==> config.mk <==
export PLATFORM = sky130hd
export DESIGN_NAME = edit_script_bit_packer_unit_flat
export DESIGN_NICKNAME = d
export VERILOG_FILES = /design/src/rtl/esbp_pkg.sv /design/src/rtl/esbp_if.sv /design/src/rtl/esbp_packer.sv /design/src/rtl/esbp_seq.sv /design/src/rtl/esbp_outq.sv /design/src/rtl/edit_script_bit_packer_unit.sv /design/src/flat_wrapper.sv
export SDC_FILE = /design/constraint.sdc
export NUM_CORES = 1
export LEC_CHECK = 0
export BUFFER_PORTS_ARGS = -buffer_cell sky130_fd_sc_hd__clkbuf_2
export CORE_MARGIN = 2
export CORE_UTILIZATION = 40
export CTS_BUF_LIST = sky130_fd_sc_hd__clkbuf_2 sky130_fd_sc_hd__clkbuf_4 sky130_fd_sc_hd__clkbuf_8
export DETAILED_ROUTE_END_ITERATION = 6
export GPL_ROUTABILITY_DRIVEN = 0
export PLACE_DENSITY_LB_ADDON = 0.1
export SETUP_SLACK_MARGIN = 0.05
export SLEW_MARGIN = 5
export SYNTH_ARGS = -nofsm -noshare
export SYNTH_HDL_FRONTEND = slang
export SYNTH_SLANG_ARGS = --single-unit
==> constraint.sdc <==
create_clock -name clk -period 9.3 [get_ports clk]
set_input_delay 0.93 -clock clk [delete_from_list [all_inputs] [get_ports clk]]
set_output_delay 0.93 -clock clk [all_outputs]
set_load 0.01 [all_outputs]
==> src/rtl/esbp_pkg.sv <==
`timescale 1ns / 1ps

package esbp_pkg;

  localparam int WORD_BITS  = 64;
  localparam int OUT_WORD_W = 64;
  localparam int FILL_W     = $clog2(WORD_BITS + 1);
  localparam int CMD_W      = 3;
  localparam int SYM_W      = 8;
  localparam int WID_W      = 4;
  localparam int CODE_W     = 8;
  localparam int RUN_W      = 16;
  localparam int CNT_W      = 24;
  localparam int BLEN_W     = $clog2(RUN_W + 1);
  localparam int SR_W       = 24;
  localparam int CFG_IDX_W  = 2;

  localparam logic [RUN_W-1:0] RUN_MAX = '1;
  localparam logic [CNT_W-1:0] CNT_MAX = '1;

  localparam logic [WID_W-1:0] WID_MIN = 4'd3;
  localparam logic [WID_W-1:0] WID_MAX = 4'd8;

  typedef logic [CMD_W-1:0] cmd_t;
  localparam cmd_t CMD_MATCH     = 3'd0;
  localparam cmd_t CMD_MISMATCH  = 3'd1;
  localparam cmd_t CMD_DELETION  = 3'd2;
  localparam cmd_t CMD_INSERTION = 3'd3;
  localparam cmd_t CMD_FINISH    = 3'd4;

  typedef logic [1:0] op_class_t;
  localparam op_class_t CLS_NONE = 2'd0;
  localparam op_class_t CLS_SUB  = 2'd1;
  localparam op_class_t CLS_INS  = 2'd2;

  typedef logic [CFG_IDX_W-1:0] cfg_idx_t;
  localparam cfg_idx_t CFG_SYMBOL_WIDTH  = 2'd0;
  localparam cfg_idx_t CFG_DELETION_CODE = 2'd1;
  localparam cfg_idx_t CFG_WILDCARD_CODE = 2'd2;

  typedef enum logic [2:0] {
    S_IDLE,
    S_MARK,
    S_FULL,
    S_REM,
    S_CHUNK,
    S_ELEM,
    S_FLUSH,
    S_SUM
  } seq_state_t;

  typedef struct packed {
    logic [WORD_BITS-1:0] word;
    logic                 is_summary;
    logic [CNT_W-1:0]     total;
    logic [RUN_W-1:0]     run;
    logic                 ovf;
  } result_t;

  typedef struct packed {
    logic push;
    logic flush;
    logic adv;
  } pk_ctrl_t;

  typedef struct packed {
    logic ready;
    logic empty;
    logic word_done;
  } pk_stat_t;

  function automatic logic [BLEN_W-1:0] bit_length(input logic [RUN_W-1:0] v);
    logic [BLEN_W-1:0] n;
    n = '0;
    for (int i = 0; i < RUN_W; i++) begin
      if (v[i]) begin
        n = BLEN_W'(i + 1);
      end
    end
    return n;
  endfunction

  // number of w-bit chunks needed for a value of b significant bits
  function automatic logic [2:0] chunk_count(input logic [BLEN_W-1:0] b,
                                             input logic [WID_W-1:0] w);
    logic [7:0] lim;
    logic [2:0] n;
    n = '0;
    for (int i = 0; i < 6; i++) begin
      lim = 8'(i) * {4'b0, w};
      if ({3'b0, b} > lim) begin
        n = n + 3'd1;
      end
    end
    return n;
  endfunction

endpackage

==> src/rtl/esbp_if.sv <==
`timescale 1ns / 1ps

interface esbp_in_if;
  import esbp_pkg::*;

  logic              valid;
  logic              ready;
  logic [CMD_W-1:0]  command;
  logic [SYM_W-1:0]  symbol;

  modport source (output valid, output command, output symbol, input ready);
  modport sink   (input valid, input command, input symbol, output ready);
endinterface

interface esbp_out_if;
  import esbp_pkg::*;

  logic                  valid;
  logic                  ready;
  logic [OUT_WORD_W-1:0] packed_word;
  logic                  is_summary;
  logic [CNT_W-1:0]      element_total;
  logic [RUN_W-1:0]      trailing_run;
  logic                  overflow;
  logic                  last;

  modport source (output valid, output packed_word, output is_summary, output element_total,
                  output trailing_run, output overflow, output last, input ready);
  modport sink   (input valid, input packed_word, input is_summary, input element_total,
                  input trailing_run, input overflow, input last, output ready);
endinterface

==> src/rtl/esbp_packer.sv <==
`timescale 1ns / 1ps

module esbp_packer (
  input  logic                            clk,
  input  logic                            rst_n,
  input  esbp_pkg::pk_ctrl_t              ctrl,
  input  logic [esbp_pkg::CODE_W-1:0]     elem,
  input  logic [esbp_pkg::WID_W-1:0]      width,
  output esbp_pkg::pk_stat_t              stat,
  output logic [esbp_pkg::WORD_BITS-1:0]  word
);
  import esbp_pkg::*;

  logic [WORD_BITS-1:0] acc_r, acc_nxt;
  logic [FILL_W-1:0]    fill_r, fill_nxt;
  logic [CODE_W-1:0]    dig_r, dig_nxt;
  logic [WID_W-1:0]     left_r, left_nxt;

  logic [CODE_W-1:0]    src_d;
  logic [WID_W-1:0]     src_left;
  logic                 flushing;
  logic                 active;
  logic [FILL_W-1:0]    avail;
  logic [WID_W-1:0]     k;
  logic [FILL_W-1:0]    fill_sum;
  logic [WORD_BITS-1:0] acc_sh;

  always_comb begin
    flushing = 1'b0;
    if (left_r != '0) begin
      src_d    = dig_r;
      src_left = left_r;
    end else if (ctrl.push) begin
      src_d    = elem << (WID_MAX - width);
      src_left = width;
    end else begin
      src_d    = '0;
      src_left = WID_MAX;
      flushing = 1'b1;
    end

    active = ctrl.adv && ((left_r != '0) || ctrl.push || (ctrl.flush && (fill_r != '0)));

    avail = FILL_W'(WORD_BITS) - fill_r;
    if (avail < FILL_W'(src_left)) begin
      k = avail[WID_W-1:0];
    end else begin
      k = src_left;
    end

    acc_sh   = (acc_r << k) | {{(WORD_BITS-CODE_W){1'b0}}, src_d >> (WID_MAX - k)};
    fill_sum = fill_r + FILL_W'(k);

    stat.ready     = (left_r == '0);
    stat.empty     = (fill_r == '0);
    stat.word_done = active && (fill_sum == FILL_W'(WORD_BITS));
    word           = acc_sh;

    acc_nxt  = acc_r;
    fill_nxt = fill_r;
    dig_nxt  = dig_r;
    left_nxt = left_r;
    if (active) begin
      acc_nxt  = acc_sh;
      fill_nxt = stat.word_done ? '0 : fill_sum;
      dig_nxt  = src_d << k;
      left_nxt = flushing ? '0 : src_left - k;
    end
  end

  always_ff @(posedge clk) begin
    acc_r <= acc_nxt;
    dig_r <= dig_nxt;
    if (!rst_n) begin
      fill_r <= '0;
      left_r <= '0;
    end else begin
      fill_r <= fill_nxt;
      left_r <= left_nxt;
    end
  end

endmodule

==> src/rtl/esbp_seq.sv <==
`timescale 1ns / 1ps

module esbp_seq (
  input  logic                         clk,
  input  logic                         rst_n,
  input  logic                         in_valid,
  output logic                         in_ready,
  input  logic [esbp_pkg::CMD_W-1:0]   in_cmd,
  input  logic [esbp_pkg::SYM_W-1:0]   in_sym,
  input  logic [esbp_pkg::WID_W-1:0]   width,
  input  logic [esbp_pkg::CODE_W-1:0]  del_code,
  input  logic [esbp_pkg::CODE_W-1:0]  wild_code,
  input  esbp_pkg::pk_stat_t           pk_stat,
  input  logic                         can_emit,
  output esbp_pkg::pk_ctrl_t           pk_ctrl,
  output logic [esbp_pkg::CODE_W-1:0]  pk_elem,
  output logic                         sum_v,
  output esbp_pkg::result_t            sum_res,
  output logic                         ovf_now,
  output logic                         idle
);
  import esbp_pkg::*;

  seq_state_t        state_r, state_nxt;
  logic [RUN_W-1:0]  run_r, run_nxt;
  logic [CNT_W-1:0]  cnt_r, cnt_nxt;
  logic              ovf_r, ovf_nxt;
  op_class_t         cls_r, cls_nxt;
  logic [CODE_W-1:0] elem_r, elem_nxt;
  logic [SR_W-1:0]   sr_r, sr_nxt;
  logic [2:0]        n_r, n_nxt;
  logic [1:0]        k_r, k_nxt;
  logic [CODE_W-1:0] rem_r, rem_nxt;

  logic              in_fire;
  logic              push_ok;
  logic              bump;
  op_class_t         cls_in;
  logic [CODE_W-1:0] mask;
  logic [RUN_W-1:0]  top_val;
  logic              short_run;
  logic [2:0]        n_calc;
  logic [2:0]        n_sel;
  logic [6:0]        nw;
  logic [4:0]        two_w;
  logic [4:0]        m5;
  logic [3:0]        m4;
  logic [1:0]        k_calc;
  logic [2:0]        m_calc;

  always_comb begin
    mask      = 8'hFF >> (WID_MAX - width);
    top_val   = RUN_W'(1) << (width - 4'd1);
    short_run = (run_r < top_val);
    n_calc    = chunk_count(bit_length(run_r), width);
    n_sel     = short_run ? 3'd1 : n_calc;
    nw        = {4'b0, n_sel} * {3'b0, width};
    two_w     = {width, 1'b0};
    m5        = {2'b0, n_calc} - two_w;
    m4        = {1'b0, n_calc} - width;
    if ({2'b0, n_calc} >= two_w) begin
      k_calc = 2'd2;
      m_calc = m5[2:0];
    end else if ({1'b0, n_calc} >= width) begin
      k_calc = 2'd1;
      m_calc = m4[2:0];
    end else begin
      k_calc = 2'd0;
      m_calc = n_calc;
    end
  end

  always_comb begin
    state_nxt = state_r;
    run_nxt   = run_r;
    cnt_nxt   = cnt_r;
    ovf_nxt   = ovf_r;
    cls_nxt   = cls_r;
    elem_nxt  = elem_r;
    sr_nxt    = sr_r;
    n_nxt     = n_r;
    k_nxt     = k_r;
    rem_nxt   = rem_r;

    pk_ctrl.push  = 1'b0;
    pk_ctrl.flush = 1'b0;
    pk_ctrl.adv   = can_emit;
    pk_elem       = '0;
    sum_v         = 1'b0;
    bump          = 1'b0;
    push_ok       = pk_stat.ready && can_emit;
    in_ready      = (state_r == S_IDLE) && push_ok;
    in_fire       = in_valid && in_ready;
    idle          = (state_r == S_IDLE);
    cls_in        = (in_cmd == CMD_INSERTION) ? CLS_INS : CLS_SUB;

    unique case (state_r)
      S_IDLE: begin
        if (in_fire) begin
          unique case (in_cmd) inside
            CMD_MATCH: begin
              cls_nxt = CLS_NONE;
              if (run_r != RUN_MAX) begin
                run_nxt = run_r + 1'b1;
              end else begin
                ovf_nxt = 1'b1;
              end
            end
            CMD_MISMATCH, CMD_DELETION, CMD_INSERTION: begin
              if (in_cmd == CMD_DELETION) begin
                elem_nxt = del_code;
              end else if (in_sym == wild_code) begin
                elem_nxt = del_code - 8'd1;
              end else begin
                elem_nxt = in_sym;
              end
              if (cls_r != cls_in) begin
                cls_nxt   = cls_in;
                state_nxt = S_MARK;
              end else begin
                state_nxt = S_ELEM;
              end
            end
            CMD_FINISH: begin
              state_nxt = pk_stat.empty ? S_SUM : S_FLUSH;
            end
            default: begin
            end
          endcase
        end
      end
      S_MARK: begin
        pk_elem = del_code + {6'b0, cls_r};
        if (push_ok) begin
          pk_ctrl.push = 1'b1;
          bump         = 1'b1;
          n_nxt        = n_sel;
          k_nxt        = k_calc;
          rem_nxt      = mask ^ (mask >> m_calc);
          sr_nxt       = {{(SR_W-RUN_W){1'b0}}, run_r} << (7'(SR_W) - nw);
          run_nxt      = '0;
          if (short_run) begin
            state_nxt = S_CHUNK;
          end else if (k_calc != 2'd0) begin
            state_nxt = S_FULL;
          end else begin
            state_nxt = S_REM;
          end
        end
      end
      S_FULL: begin
        pk_elem = mask;
        if (push_ok) begin
          pk_ctrl.push = 1'b1;
          bump         = 1'b1;
          k_nxt        = k_r - 2'd1;
          if (k_r == 2'd1) begin
            state_nxt = S_REM;
          end
        end
      end
      S_REM: begin
        pk_elem = rem_r;
        if (push_ok) begin
          pk_ctrl.push = 1'b1;
          bump         = 1'b1;
          state_nxt    = S_CHUNK;
        end
      end
      S_CHUNK: begin
        pk_elem = sr_r[SR_W-1 -: CODE_W] >> (WID_MAX - width);
        if (push_ok) begin
          pk_ctrl.push = 1'b1;
          bump         = 1'b1;
          sr_nxt       = sr_r << width;
          n_nxt        = n_r - 3'd1;
          if (n_r == 3'd1) begin
            state_nxt = S_ELEM;
          end
        end
      end
      S_ELEM: begin
        pk_elem = elem_r;
        if (push_ok) begin
          pk_ctrl.push = 1'b1;
          bump         = 1'b1;
          state_nxt    = S_IDLE;
        end
      end
      S_FLUSH: begin
        pk_ctrl.flush = 1'b1;
        if (pk_stat.word_done) begin
          state_nxt = S_SUM;
        end
      end
      S_SUM: begin
        if (can_emit) begin
          sum_v     = 1'b1;
          run_nxt   = '0;
          cnt_nxt   = '0;
          ovf_nxt   = 1'b0;
          cls_nxt   = CLS_NONE;
          state_nxt = S_IDLE;
        end
      end
      default: begin
        state_nxt = S_IDLE;
      end
    endcase

    if (bump) begin
      if (cnt_r != CNT_MAX) begin
        cnt_nxt = cnt_r + 1'b1;
      end else begin
        ovf_nxt = 1'b1;
      end
    end

    ovf_now            = ovf_nxt;
    sum_res.word       = '0;
    sum_res.is_summary = 1'b1;
    sum_res.total      = cnt_r;
    sum_res.run        = run_r;
    sum_res.ovf        = ovf_r;
  end

  always_ff @(posedge clk) begin
    elem_r <= elem_nxt;
    sr_r   <= sr_nxt;
    n_r    <= n_nxt;
    k_r    <= k_nxt;
    rem_r  <= rem_nxt;
    if (!rst_n) begin
      state_r <= S_IDLE;
      run_r   <= '0;
      cnt_r   <= '0;
      ovf_r   <= 1'b0;
      cls_r   <= CLS_NONE;
    end else begin
      state_r <= state_nxt;
      run_r   <= run_nxt;
      cnt_r   <= cnt_nxt;
      ovf_r   <= ovf_nxt;
      cls_r   <= cls_nxt;
    end
  end

endmodule

==> src/rtl/esbp_outq.sv <==
`timescale 1ns / 1ps

module esbp_outq (
  input  logic               clk,
  input  logic               rst_n,
  input  logic               res_v,
  input  esbp_pkg::result_t  res,
  input  logic               drain,
  input  logic               out_ready,
  output logic               can_emit,
  output logic               out_valid,
  output esbp_pkg::result_t  out_res,
  output logic               out_last
);
  import esbp_pkg::*;

  result_t hold_r, hold_nxt;
  logic    hold_v_r, hold_v_nxt;
  result_t out_r, out_nxt;
  logic    out_v_r, out_v_nxt;
  logic    last_r, last_nxt;
  logic    out_free;

  // a result waits in hold until it is known whether it ends its item
  always_comb begin
    out_free   = !out_v_r || out_ready;
    can_emit   = !hold_v_r || out_free;
    hold_nxt   = hold_r;
    hold_v_nxt = hold_v_r;
    out_nxt    = out_r;
    last_nxt   = last_r;
    out_v_nxt  = out_v_r && !out_ready;

    if (res_v) begin
      if (hold_v_r) begin
        out_nxt   = hold_r;
        last_nxt  = 1'b0;
        out_v_nxt = 1'b1;
      end
      hold_nxt   = res;
      hold_v_nxt = 1'b1;
    end else if (drain && hold_v_r && out_free) begin
      out_nxt    = hold_r;
      last_nxt   = 1'b1;
      out_v_nxt  = 1'b1;
      hold_v_nxt = 1'b0;
    end

    out_valid = out_v_r;
    out_res   = out_r;
    out_last  = last_r;
  end

  always_ff @(posedge clk) begin
    hold_r <= hold_nxt;
    out_r  <= out_nxt;
    last_r <= last_nxt;
    if (!rst_n) begin
      hold_v_r <= 1'b0;
      out_v_r  <= 1'b0;
    end else begin
      hold_v_r <= hold_v_nxt;
      out_v_r  <= out_v_nxt;
    end
  end

endmodule

==> src/rtl/edit_script_bit_packer_unit.sv <==
// channel   dir  transfer when       payload
// in_ch     in   valid && ready      command, symbol
// out_ch    out  valid && ready      packed_word, is_summary, element_total,
//                                    trailing_run, overflow, last
// cfg_*     in   cfg_we high         cfg_index, cfg_data (no read-back)
//
// match: accept only; other edit op in the same class: accept, then one element
// class change first adds a marker and run-length elements (2 to 10 elements)
// an element split across a word boundary blocks the next accept until packed
// finish: accept, zero-fill of a partial word, then the summary
// rst_n is synchronous; config keeps its reset values 4, 5, 254 until written
// a held result with a full output register stalls the element sequencer
`timescale 1ns / 1ps

module edit_script_bit_packer_unit (
  input  logic                           clk,
  input  logic                           rst_n,
  esbp_in_if.sink                        in_ch,
  esbp_out_if.source                     out_ch,
  input  logic                           cfg_we,
  input  logic [esbp_pkg::CFG_IDX_W-1:0] cfg_index,
  input  logic [esbp_pkg::CODE_W-1:0]    cfg_data
);
  import esbp_pkg::*;

  logic [WID_W-1:0]  sym_width_r;
  logic [CODE_W-1:0] del_code_r;
  logic [CODE_W-1:0] wild_code_r;
  logic [WID_W-1:0]  width_eff;

  pk_ctrl_t             pk_ctrl;
  pk_stat_t             pk_stat;
  logic [CODE_W-1:0]    pk_elem;
  logic [WORD_BITS-1:0] pk_word;
  logic                 can_emit;
  logic                 sum_v;
  result_t              sum_res;
  logic                 ovf_now;
  logic                 idle;
  logic                 res_v;
  result_t              res;
  result_t              out_res;

  always_ff @(posedge clk) begin
    if (!rst_n) begin
      sym_width_r <= 4'd4;
      del_code_r  <= 8'd5;
      wild_code_r <= 8'd254;
    end else if (cfg_we) begin
      unique case (cfg_index)
        CFG_SYMBOL_WIDTH:  sym_width_r <= cfg_data[WID_W-1:0];
        CFG_DELETION_CODE: del_code_r  <= cfg_data;
        CFG_WILDCARD_CODE: wild_code_r <= cfg_data;
        default: begin
        end
      endcase
    end
  end

  always_comb begin
    if (sym_width_r < WID_MIN) begin
      width_eff = WID_MIN;
    end else if (sym_width_r > WID_MAX) begin
      width_eff = WID_MAX;
    end else begin
      width_eff = sym_width_r;
    end
  end

  esbp_seq u_seq (
    .clk       (clk),
    .rst_n     (rst_n),
    .in_valid  (in_ch.valid),
    .in_ready  (in_ch.ready),
    .in_cmd    (in_ch.command),
    .in_sym    (in_ch.symbol),
    .width     (width_eff),
    .del_code  (del_code_r),
    .wild_code (wild_code_r),
    .pk_stat   (pk_stat),
    .can_emit  (can_emit),
    .pk_ctrl   (pk_ctrl),
    .pk_elem   (pk_elem),
    .sum_v     (sum_v),
    .sum_res   (sum_res),
    .ovf_now   (ovf_now),
    .idle      (idle)
  );

  esbp_packer u_packer (
    .clk   (clk),
    .rst_n (rst_n),
    .ctrl  (pk_ctrl),
    .elem  (pk_elem),
    .width (width_eff),
    .stat  (pk_stat),
    .word  (pk_word)
  );

  always_comb begin
    res_v = sum_v || pk_stat.word_done;
    if (sum_v) begin
      res = sum_res;
    end else begin
      res.word       = pk_word;
      res.is_summary = 1'b0;
      res.total      = '0;
      res.run        = '0;
      res.ovf        = ovf_now;
    end
  end

  esbp_outq u_outq (
    .clk       (clk),
    .rst_n     (rst_n),
    .res_v     (res_v),
    .res       (res),
    .drain     (idle),
    .out_ready (out_ch.ready),
    .can_emit  (can_emit),
    .out_valid (out_ch.valid),
    .out_res   (out_res),
    .out_last  (out_ch.last)
  );

  assign out_ch.packed_word   = OUT_WORD_W'(out_res.word);
  assign out_ch.is_summary    = out_res.is_summary;
  assign out_ch.element_total = out_res.total;
  assign out_ch.trailing_run  = out_res.run;
  assign out_ch.overflow      = out_res.ovf;

endmodule
==> src/flat_wrapper.sv <==
// flat-port wrapper written by rule: the top's interface ports become plain ports
module edit_script_bit_packer_unit_flat import esbp_pkg::*;
  (clk, rst_n, cfg_we, cfg_index, cfg_data, in_ch_valid, in_ch_command, in_ch_symbol, in_ch_ready, out_ch_valid, out_ch_packed_word, out_ch_is_summary, out_ch_element_total, out_ch_trailing_run, out_ch_overflow, out_ch_last, out_ch_ready);
  esbp_in_if in_ch_i ();
  esbp_out_if out_ch_i ();
  input  logic clk;
  input  logic rst_n;
  input  logic cfg_we;
  input  logic [esbp_pkg::CFG_IDX_W-1:0] cfg_index;
  input  logic [esbp_pkg::CODE_W-1:0] cfg_data;
  input wire logic [$bits(in_ch_i.valid)-1:0] in_ch_valid;
  input wire logic [$bits(in_ch_i.command)-1:0] in_ch_command;
  input wire logic [$bits(in_ch_i.symbol)-1:0] in_ch_symbol;
  output wire logic [$bits(in_ch_i.ready)-1:0] in_ch_ready;
  output wire logic [$bits(out_ch_i.valid)-1:0] out_ch_valid;
  output wire logic [$bits(out_ch_i.packed_word)-1:0] out_ch_packed_word;
  output wire logic [$bits(out_ch_i.is_summary)-1:0] out_ch_is_summary;
  output wire logic [$bits(out_ch_i.element_total)-1:0] out_ch_element_total;
  output wire logic [$bits(out_ch_i.trailing_run)-1:0] out_ch_trailing_run;
  output wire logic [$bits(out_ch_i.overflow)-1:0] out_ch_overflow;
  output wire logic [$bits(out_ch_i.last)-1:0] out_ch_last;
  input wire logic [$bits(out_ch_i.ready)-1:0] out_ch_ready;
  assign in_ch_i.valid = in_ch_valid;
  assign in_ch_i.command = in_ch_command;
  assign in_ch_i.symbol = in_ch_symbol;
  assign in_ch_ready = in_ch_i.ready;
  assign out_ch_valid = out_ch_i.valid;
  assign out_ch_packed_word = out_ch_i.packed_word;
  assign out_ch_is_summary = out_ch_i.is_summary;
  assign out_ch_element_total = out_ch_i.element_total;
  assign out_ch_trailing_run = out_ch_i.trailing_run;
  assign out_ch_overflow = out_ch_i.overflow;
  assign out_ch_last = out_ch_i.last;
  assign out_ch_i.ready = out_ch_ready;
  edit_script_bit_packer_unit u_core (.clk(clk), .rst_n(rst_n), .in_ch(in_ch_i), .out_ch(out_ch_i), .cfg_we(cfg_we), .cfg_index(cfg_index), .cfg_data(cfg_data));
endmodule
======== Yosys cells after proc, flatten, opt, wreduce, memory -nomap -nowiden ========
Cells that the tools add are included.
storage, ports and cells
  flip-flop bits (word level) ............. 409
  input port bits ......................... 26
  output and inout port bits .............. 109
  logic and storage cells ................. 262
cells by class
  add/sub/neg operators ................... 20
  multipliers ............................. 3
  order comparisons ....................... 12
  equal/unequal tests ..................... 36
  shift-type cells ........................ 10
  mux-type cells .......................... 106
  bitwise logic cells ..................... 2
  reductions and logical operators ........ 43
operators by type and width
  kind                     number
  $mux W106                3
  $mux W24                 6
  $mux W16                 5
  $mux W3                  26
  $or A64 B8 Y64           1
  $shl A64 B4 Y64          1
  $pmux W16 S3             1
  $pmux W24 S2             1
  $mux W5                  9
  $mux W42                 1
  $pmux W8 S5              1
  $mux W8                  4
  $mux W1                  26
  $add A24 B1 Y24 const B  1
  $mux W4                  6
  $ne A24 B24 Y1 const B   1
  $pmux W3 S8              1
  $shl A16 B7 Y24          1
  $shl A24 B4 Y24          1
  $mux W2                  9
  $ne A2 B2 Y1 const B     9
  $add A16 B1 Y16 const B  1
  $lt A16 B16 Y1           1
  $ne A16 B16 Y1 const B   1
  64 further kinds         115

======== Longest topological paths before layout ========
Gate-level depths: netlist of the first run.
  depth after elaboration ................. 36
  gate-level depth with buffers ........... 43
  depth with buffers taken out ............ 42

======== By module ========
Synthesis of the first run repeated with hierarchy kept, for this count alone.
second synthesis, totals
  cells, all modules ...................... 2552
  area total of the unflattened synthesis .. 26261.4 um^2
by module, submodules not included
  module                       times used  cells each  area each (um^2)  sequential area each (um^2)
  esbp_seq                     1           1352        10691.5           2272.2
  esbp_packer                  1           762         7075.5            2382.3
  esbp_outq                    1           226         6492.5            6436.2
  edit_script_bit_packer_unit  1           212         2001.9            400.4

======== Least setup slack after synthesis of the first run ========
Ideal clock, no wire load.
  path kind ............................... register to register
  start ................................... reg u_core.sym_width_r[3]
  end ..................................... reg u_core.u_seq.sr_r[13], data pin
  library setup time ...................... 256 ps
  arrival ................................. 9020 ps
  required time ........................... 9044 ps
  slack ................................... 24 ps
  stages on the path, launching flop included .. 41
  path buffers ............................ 5
  period minus slack after synthesis ...... 9276 ps
  path through ............................ dfxtp_1 > clkbuf_1 > clkinv_1 > and2_1 > clkbuf_1 > clkbuf_1 > buf_1 > clkbuf_1 > ha_1 > inv_1 > fa_1 > xnor2_1 > ha_1 > nand3_1 > or3b_1 > a32o_1 > a31oi_1 > a211oi_1 > (+5 left out) > ha_1 > nand2_1 > xnor3_1 > nand2_1 > nor2_1 > fa_1 > fa_1 > inv_1 > ha_1 > a21oi_1 > o21bai_1 > a21oi_1 > xnor2_1 > nor2_1 > mux2_2 > a221oi_1 > nor2_1 > a22o_1
between the ends
  cells in the longest elaborated chain, start to end .. 19
  elaborated cells on any way between the ends .. 31
  classes of those cells .................. add/sub (6); mul (3); order compare (8); shift (3); mux (11)
RTL lines
  what                                                                    RTL line                           RTL
  start, declared                                                         edit_script_bit_packer_unit.sv:26  logic [WID_W-1:0] sym_width_r;
  start signal, assigned                                                  edit_script_bit_packer_unit.sv:51  CFG_SYMBOL_WIDTH: sym_width_r <= cfg_data[WID_W-1:0];
  $gt A4 B4 Y1                                                            edit_script_bit_packer_unit.sv:63  end else if (sym_width_r > WID_MAX) begin
  $mux W4                                                                 edit_script_bit_packer_unit.sv:63
  $mux W4 (*)                                                             edit_script_bit_packer_unit.sv:61  if (sym_width_r < WID_MIN) begin
  parallel branches: the longest is 15 deep, another holds $mul A3 B4 Y7  -
  $pmux W24 S2 (*)                                                        esbp_seq.sv:97                     unique case (state_r)
  net u_core.u_seq.sr_nxt[13]                                             esbp_seq.sv:30                     logic [SR_W-1:0] sr_r, sr_nxt;
  end signal, assigned                                                    esbp_seq.sv:229                    sr_r <= sr_nxt;
  end, declared                                                           esbp_seq.sv:30
Mark *: on every way through the listed nets, which the timed path passes. The select of a mux whose other input is x is not followed.
A chain may end at the register's enable or synchronous reset.

======== Worst setup path after layout of the first run ========
  start ................................... reg u_core.u_seq.run_r[7]
  end ..................................... reg u_core.u_seq.sr_r[21], data pin
between the ends
  cells in the longest elaborated chain, start to end .. 27
  elaborated cells on any way between the ends .. 33
  classes of those cells .................. add/sub (6); mul (1); order compare (7); shift (1); mux (18)
RTL lines
  what                         RTL line         RTL
  start, declared              esbp_seq.sv:25   logic [RUN_W-1:0] run_r, run_nxt;
  start signal, assigned       esbp_seq.sv:241  run_r <= run_nxt;
  $mux W5 (9 in a row)         esbp_pkg.sv:76   if (v[i]) begin
  $gt A5 B1 Y1                 esbp_pkg.sv:91   if ({3'b0, b} > lim) begin
  $mux W1                      esbp_pkg.sv:91
  $add A3 B1 Y3                esbp_pkg.sv:92   n = n + 3'd1;
  $mux W3                      esbp_pkg.sv:91
  $add A3 B1 Y3                esbp_pkg.sv:92
  $mux W3                      esbp_pkg.sv:91
  $add A3 B1 Y3                esbp_pkg.sv:92
  (+4 left out)                -
  $mux W3                      esbp_pkg.sv:91
  $mux W3                      esbp_seq.sv:56   n_sel = short_run ? 3'd1 : n_calc;
  $mul A3 B4 Y7                esbp_seq.sv:57   nw = {4'b0, n_sel} * {3'b0, width};
  $sub A5 B7 Y7                esbp_seq.sv:140  sr_nxt = {{(SR_W-RUN_W){1'b0}}, run_r} << (7'(SR_W) - nw);
  $shl A16 B7 Y24 (*)          esbp_seq.sv:140
  $mux W24 (*)                 esbp_seq.sv:134  if (push_ok) begin
  $pmux W24 S2 (*)             esbp_seq.sv:97
  net u_core.u_seq.sr_nxt[21]  esbp_seq.sv:30
The timed path passes the listed nets; every way through them passes the cells marked *. The select of a mux whose other input is x is not followed.

==> results of run 1 <==
==> power by group through the flow <==
stage          clock [uW]  combinational, uW  sequential (uW)
6_report             1830               6390             3040
5_1_grt              1970               6980             3080
4_1_cts              1890               6330             3030
3_5_place_dp            0               6300             3070
3_3_place_gp            0               6270             3070
2_1_floorplan           0               4600             2960
==> flip-flops by register name (all words and copies together), names as in the netlist, 4 cells and up <==
register                count
u_core.wild_code_r          8
u_core.u_outq.hold_r      106
u_core.u_packer.left_r      4
u_core.u_seq.run_r         16
u_core.del_code_r           8
u_core.u_outq.out_res     106
u_core.u_seq.elem_r         8
u_core.u_packer.dig_r       8
u_core.u_seq.cnt_r         24
u_core.sym_width_r          4
u_core.u_packer.acc_r      64
u_core.u_packer.fill_r      7
u_core.u_seq.rem_r          8
u_core.u_seq.sr_r          24
==> per-layer routing <==
metal	up-vias	wire [um]	track usage, %
met5	-	0	0
met3	163	4150	3.23
met4	0	2730	9.47
met2	799	36100	37.6
met1	10200	32500	29.2
li1	9969	-	-
==> stage by stage <==
step | total power (uW) | hold WS, ns | std cells
4_1_cts | 11300 | 0.407 | 3554
3_3_place_gp | 9340 | 0.401 | 3420
2_1_floorplan | 7560 | 0.400 | 2559
6_report | 11300 | 0.412 | 3555
5_1_grt | 12000 | 0.419 | 3555
3_5_place_dp | 9360 | 0.405 | 3420
==> worst max-delay path: cells and delay by family, from the launching register on <==
family | cells | cell delay, ns
AOI/OAI and AO/OA | 11 | 2.57
xor gates and xnor gates | 2 | 0.73
and+or+nand+nor | 9 | 1.60
buffers and inverters | 3 | 0.18
muxes | 2 | 0.30
adders and majority gates | 8 | 2.78
DFF | 1 | 0.31
==> cell usage in the layout, fill, tap and decap left out, types with 28 or more instances in the layout <==
| master | n |
|---|---|
| edfxtp_1 | 330 |
| nand2_1 | 229 |
| a21oi_1 | 182 |
| nor2_1 | 174 |
| a211oi_1 | 160 |
| clkbuf_2 | 134 |
| mux2i_1 | 131 |
| o21ai_0 | 101 |
| and3_1 | 98 |
| ha_1 | 89 |
| clkbuf_8 | 84 |
| nand3_1 | 83 |
| dfxtp_1 | 79 |
| inv_1 | 67 |
| nor3_1 | 67 |
| buf_4 | 52 |
| xnor2_1 | 38 |
| and2_1 | 34 |
| o21a_1 | 33 |
| a21o_1 | 33 |
| o211a_1 | 28 |
==> cell type report <==
class | instances | area [um^2]
tap | 846 | 1060
sequential | 409 | 11500
fill | 6018 | 34400
inverter | 79 | 300
antenna | 1 | 2.50
clock inverter | 35 | 307
multi-input combinational | 1897 | 13000
clock buffer | 99 | 1270
timing repair buffer | 189 | 1120
==> cell families after synthesis <==
logic type	synth area share (%)
AND/OR/NAND/NOR	16.2
AO/OA/AOI/OAI	20.1
flip-flops	45.3
buffers and inverters	3.97
multiplexers	7.38
adder cells (fa/ha/maj)	5.17
XOR/XNOR	1.95
==> worst paths after layout <==
check / cells after the start / from / end
max: 35 / u_core.u_seq.run_r[7] / u_core.u_seq.sr_r[21]
max reg2reg: 35 / u_core.u_seq.run_r[7] / u_core.u_seq.sr_r[21]
min: 0 / u_core.u_outq.hold_r[34] / u_core.u_outq.out_res[34]
min reg2reg: 0 / u_core.u_outq.hold_r[34] / u_core.u_outq.out_res[34]
==> timing repair <==
action                                  in CTS  in global routing
endpoints found under the setup margin       0                 19
gates resized for setup                      0                  5
buffers inserted                             0                  0
==> metrics.md, run 1 <==
| Metric | Value |
|---|---|
| Status | complete, no violations |
| Slew Limit Fails | 0 |
| # DRC | 0 |
| Die area | 65500 um^2 |
| Combinational Power Share | a little under three fifths |
| Clock power frac | 16.3% |
| Share of cells above drive strength 1 | 14.1% |
| Sw Share | 46.4% |
| Number of synthesized flops with an enable pin | 330 |
| Routed Wire Length | roughly 76 mm |
| Unrepaired setup endpoints after global routing | no |
| Maximum level of the CTS H-tree | 3 |
| WP data arrival | 9.12 ns |
| Final hold violation count | 0 |
| Max clock buf depth | 3 |
| Critical-path top delay cell | fa_1 |
| Most common cell in the netlist | edfxtp_1 |
| Nets | 2775 |
| Clock sinks | 409 |
| Die W | 256 um |
| MaxCap Viol Count | 0 |
| Ranking of synthesized cells by area | edfxtp_1 39%, dfxtp_1 6.2%, mux2i_1 5.2% |
| Routed vias/inst | about 6 |
| Setup CP Type | register to register |
| Register-to-register setup slack | around 0.59 ns |
| Placed inst area | 26900 um^2 |
| Synth unique cells | between 80 and 90 |
| Sequential area share after synthesis | 45.3% |
| IO buf count | 134 |
| Share of the synthesized area in the top cell type | 39.0% |
| CP required | 9.71 ns |
| Slowest stage delay, CP | 0.52 ns |
| Fmax | about 110 MHz |
| Worst slew margin | approximately a quarter |
| Crit path time final | 8.71 ns |
| Most used DFF post-synth | edfxtp_1 |
| Num CTS Buffers | 74 |
| Post-Syn Nets | 2684 |
| First-pass GRT wire length | 118 mm |
| Net Sw Power | 5230 uW |
| Core Util, Final | between 40% and 50% |
| Initial antenna violation count | 1 |
| Worst-Margin Slew | 1.10 ns |
| Synth top cells by count | 330 x edfxtp_1, 230 x nand2_1, 186 x a21oi_1 |
| Routed via count | 21200 |
| Setup crit start kind | register |
| Total iterations of the first detailed-routing run | 6 |
| Number of synthesized register bits | 409 |
| Seq pwr share | 27.0% |
| Worst-Skew Late Latency | 0.65 ns |
| CTS tree | built |
| Largest net degree at the start of global routing | 89 |
| Setup WS post-layout | 0.591 ns |
| Core area | 63000 um^2 |
| CP Capture Type | register |
| Leak pwr | 0.0109 uW |
| Fin Setup TNS | 0 ns |
| CTS root buf | clkbuf_8 |
| Number of I/O pins | 135 |
| DIE HEIGHT | 256 um |
| Hold WC Path Type | register to register |
| Crit path max fanout | 10 |
| GR Overflow Total | 0 |
| Avg Synthesized Cell Area | 9.92 um^2 |
| Place WS | 0.424 ns |
| Initial core utilization | 40.3% |
| Pwr Density | 395 nW/um^2 |
| VDD IR max | approximately 310 uV |
| DRT iter0 DRCs | 1789 |
| Site row count | 92 |
| GRT Total Usage | between 20% and 30% |
| Area leader, netlist | edfxtp_1 |
| Period utilisation layout | 93.6% |
| Cell-internal power | 6030 uW |
| CTS clk-pin slew, worst paths | 0.07 ns |
| Cell Area, Synth | about 25000 um^2 |
| Hold_buf cts | 0 |
| ANT nets after route | 0 |
| Most used cell, CP | ha_1 |
| Wire per inst | 21.2 um |
| DP HPWL | 53.0 mm |
| Number of cells produced by synthesis | 2559 |
| Clk_skew | 0.0375 ns |
| Syn-to-layout area delta | 12.4% |
| Count of final setup violators | 0 |
| Ys async rst share | 0% |
| Post-Layout Inst Area | 28500 um^2 |
| Synth warn | 0 |
| Vias in the first global route | between 20000 and 25000 |
Power figures use the tool's default switching activity.
==> run 2: changes to the inputs <==
- PLACE_DENSITY: default -> 0.68
- PLACE_DENSITY_LB_ADDON: 0.1 -> default
==> metrics.md, run 2 (same netlist as run 1, synthesis figures left out) <==
| Metric | Value |
|---|---|
| Status | finished with violations (was complete, no violations) |
| Failing checks | design-rule violations |
| Post-CTS setup buffer count | 0 (unchanged) |
| WP data arrival | 9.13 ns (was 9.12 ns) |
| R2r endpoint | u_core.u_seq.sr_r[21] (unchanged) |
| Site row count | 92 (unchanged) |
| Share of cells above drive strength 1 | 14.1% (about the same) |
| Initial antenna violation count | 1 (unchanged) |
| Worst slew margin | 21.1% (was 25.8%) |
| DP HPWL | 48.9 mm (was 53.0 mm) |
| Crit path max fanout | 17 (was 10) |
| Fin Setup TNS | 0 ns (unchanged) |
| Clk_skew | 0.0376 ns (was 0.0375 ns) |
| DP Cell Count | 3410 (was 3420) |
| ANT nets after route | 0 (unchanged) |
| Largest net degree at the start of global routing | 84 (was 89) |
| # fillers | 5822 (was 6018) |
| CP required | 9.73 ns (was 9.71 ns) |
| R2r startpoint | u_core.u_seq.run_r[11] (was u_core.u_seq.run_r[7]) |
| Period utilisation layout | 93.6% (about the same) |
| Unrepaired setup endpoints after global routing | no (unchanged) |
| MaxCap Viol Count | 0 (unchanged) |
| CP Capture Type | register (unchanged) |
| First-pass GRT wire length | 111 mm (was 118 mm) |
| Buffers & Inverters on Critical Path | 3 (unchanged) |
| Final hold violation count | 0 (unchanged) |
| Nets | 2763 (was 2775) |
| Crit path time final | 8.70 ns (was 8.71 ns) |
| DIE HEIGHT | 256 um (unchanged) |
| Setup CP Type | register to register (unchanged) |
| Num CTS Buffers | 72 (was 74) |
| Worst-Margin Slew | 1.18 ns (was 1.10 ns) |
| Non-filler cells in the finished layout | 3540 (was 3555) |
| Die area | 65500 um^2 (unchanged) |
| Worst Hold Launch | u_core.u_outq.hold_r[48] (was u_core.u_outq.hold_r[34]) |
| GR Overflow Total | 0 (unchanged) |
| Slew Limit Fails | 0 (unchanged) |
| Commonest non-fill, non-tap cells in the layout | 330 x edfxtp_1, 230 x nand2_1, 180 x a21oi_1, 173 x nor2_1, 160 x a211oi_1 (was 330 x edfxtp_1, 229 x nand2_1, 182 x a21oi_1, 174 x nor2_1, 160 x a211oi_1) |
| Core area | 63000 um^2 (unchanged) |
| Placed inst area | 26800 um^2 (was 26900 um^2) |
| Routed Wire Length | 70.3 mm (was 75.5 mm) |
| Initial core utilization | 40.3% (unchanged) |
| Wire per inst | 19.8 um (was 21.2 um) |
| Clock sinks | 409 (unchanged) |
| Critical-path top delay cell | dfxtp_1 (was fa_1) |
| Worst hold endpoint | u_core.u_outq.out_res[48] (was u_core.u_outq.out_res[34]) |
| Hold_buf cts | 0 (unchanged) |
| DRT iter0 DRCs | 2465 (was 1789) |
| Hold WC Path Type | register to register (unchanged) |
| Most used cell, CP | ha_1 (unchanged) |
| Slowest stage delay, CP | 0.71 ns (was 0.52 ns) |
| GRT Total Usage | 20.8% (was 22.5%) |
| Leak pwr | 0.0108 uW (was 0.0109 uW) |
| Cells on worst reg2reg path | 33 (was 35) |
| Number of I/O pins | 135 (unchanged) |
| Worst-Skew Late Latency | 0.67 ns (was 0.65 ns) |
| Hold path cells | 0 (unchanged) |
| Routed vias/inst | 6.05 (was 5.95) |
| Post-Layout Inst Area | 28300 um^2 (was 28500 um^2) |
| Die W | 256 um (unchanged) |
| Vias in the first global route | 20100 (was 20400) |
| Pwr Density | 391 nW/um^2 (was 395 nW/um^2) |
| Maximum level of the CTS H-tree | 3 (unchanged) |
| CTS tree | built (unchanged) |
| # DRC | 4 (was 0) |
| Routed via count | 21400 (was 21200) |
| Setup crit start kind | register (unchanged) |
| Most common cell after layout, fill and taps aside | edfxtp_1 (unchanged) |
| Total iterations of the first detailed-routing run | 7 (was 6) |
| IO buf count | 134 (unchanged) |
| Fmax | 115 MHz (about the same) |
| CTS clk-pin slew, worst paths | 0.06 ns (was 0.07 ns) |
| Max clock buf depth | 3 (unchanged) |
| Count of final setup violators | 0 (unchanged) |
| Crit-path leading delay family | compound AO/OA/AOI/OAI gates (was adder cells) |
| Critical path depth | 33 (was 35) |
| Register-to-register setup slack | 0.60 ns (was 0.59 ns) |
| CTS root buf | clkbuf_8 (unchanged) |
| VDD IR max | 507 uV (was 309 uV) |
| Syn-to-layout area delta | 11.7% (was 12.4%) |
run 2: changes by cell type in the layout (fill, tap and decap cells not counted), moves of 3 or more:
cell      change
buf_4         -7
clkinv_1      -5
clkbuf_8      -9
a21oi_2       +3
buf_12        -3
clkinv_2      +4
run 2: cell type report:
class	instances	area (um^2)	share of cell area, %
sequential	409	11500	40.5
antenna	1	2.50	0.00883
inverter	79	300	1.06
tap	846	1060	3.73
multi-input combinational	1897	13000	45.8
clock inverter	37	334	1.18
timing repair buffer	179	1010	3.56
clock buffer	92	1160	4.09
run 2: worst max path at each step:
stage / slack (ns) / startpoint / end
after floorplan: 0.25 / u_core.sym_width_r[3] / u_core.u_seq.sr_r[13]
final: 0.60 / u_core.u_seq.run_r[11] / u_core.u_seq.sr_r[21]
after detailed placement: 0.29 / u_core.u_seq.run_r[8] / u_core.u_seq.sr_r[21]
after global routing: 0.03 / u_core.u_seq.run_r[11] / u_core.u_seq.sr_r[20]
after global placement: 0.68 / u_core.u_seq.run_r[8] / u_core.u_seq.sr_r[21]
after CTS: 0.27 / u_core.u_seq.run_r[8] / u_core.u_seq.sr_r[21]
run 2: what timing repair did:
action | in CTS | in global routing
setup endpoints to repair | 0 | 23
resized for setup | 0 | 11
endpoints found under the hold margin | 0 | 0
run 2: per-stage QoR:
step | utilization (%) | power [uW] | hold slack (ns) | setup WS, ns
after floorplan | - | 7560 | 0.400 | 0.246
after global placement | 42.6 | 9050 | 0.403 | 0.681
after detailed placement | 42.6 | 9180 | 0.405 | 0.291
after CTS | 44.9 | 11000 | 0.415 | 0.275
after global routing | 45.0 | 11800 | 0.422 | 0.0299
final | 45.0 | 11100 | 0.411 | 0.599
run 2: layer usage:
metal | routed length (um) | vias to the layer above | part of all wire, % | GRT usage, %
li1 | - | 9930 | - | -
met1 | 29600 | 10200 | 42 | 27.8
met2 | 32200 | 1090 | 46 | 33.1
met3 | 6140 | 188 | 8.7 | 4.42
met4 | 2230 | 0 | 3.2 | 8.17
met5 | 0 | - | 0 | 0
run 2: where the power goes:
group          internal (uW)  total [uW]  switching, uW  leakage, uW
logic                   2210        6280           4080      0.00623
clock network            967        1740            776     0.000788
registers               2780        3050            267      0.00381
total                   5960       11100           5120       0.0108
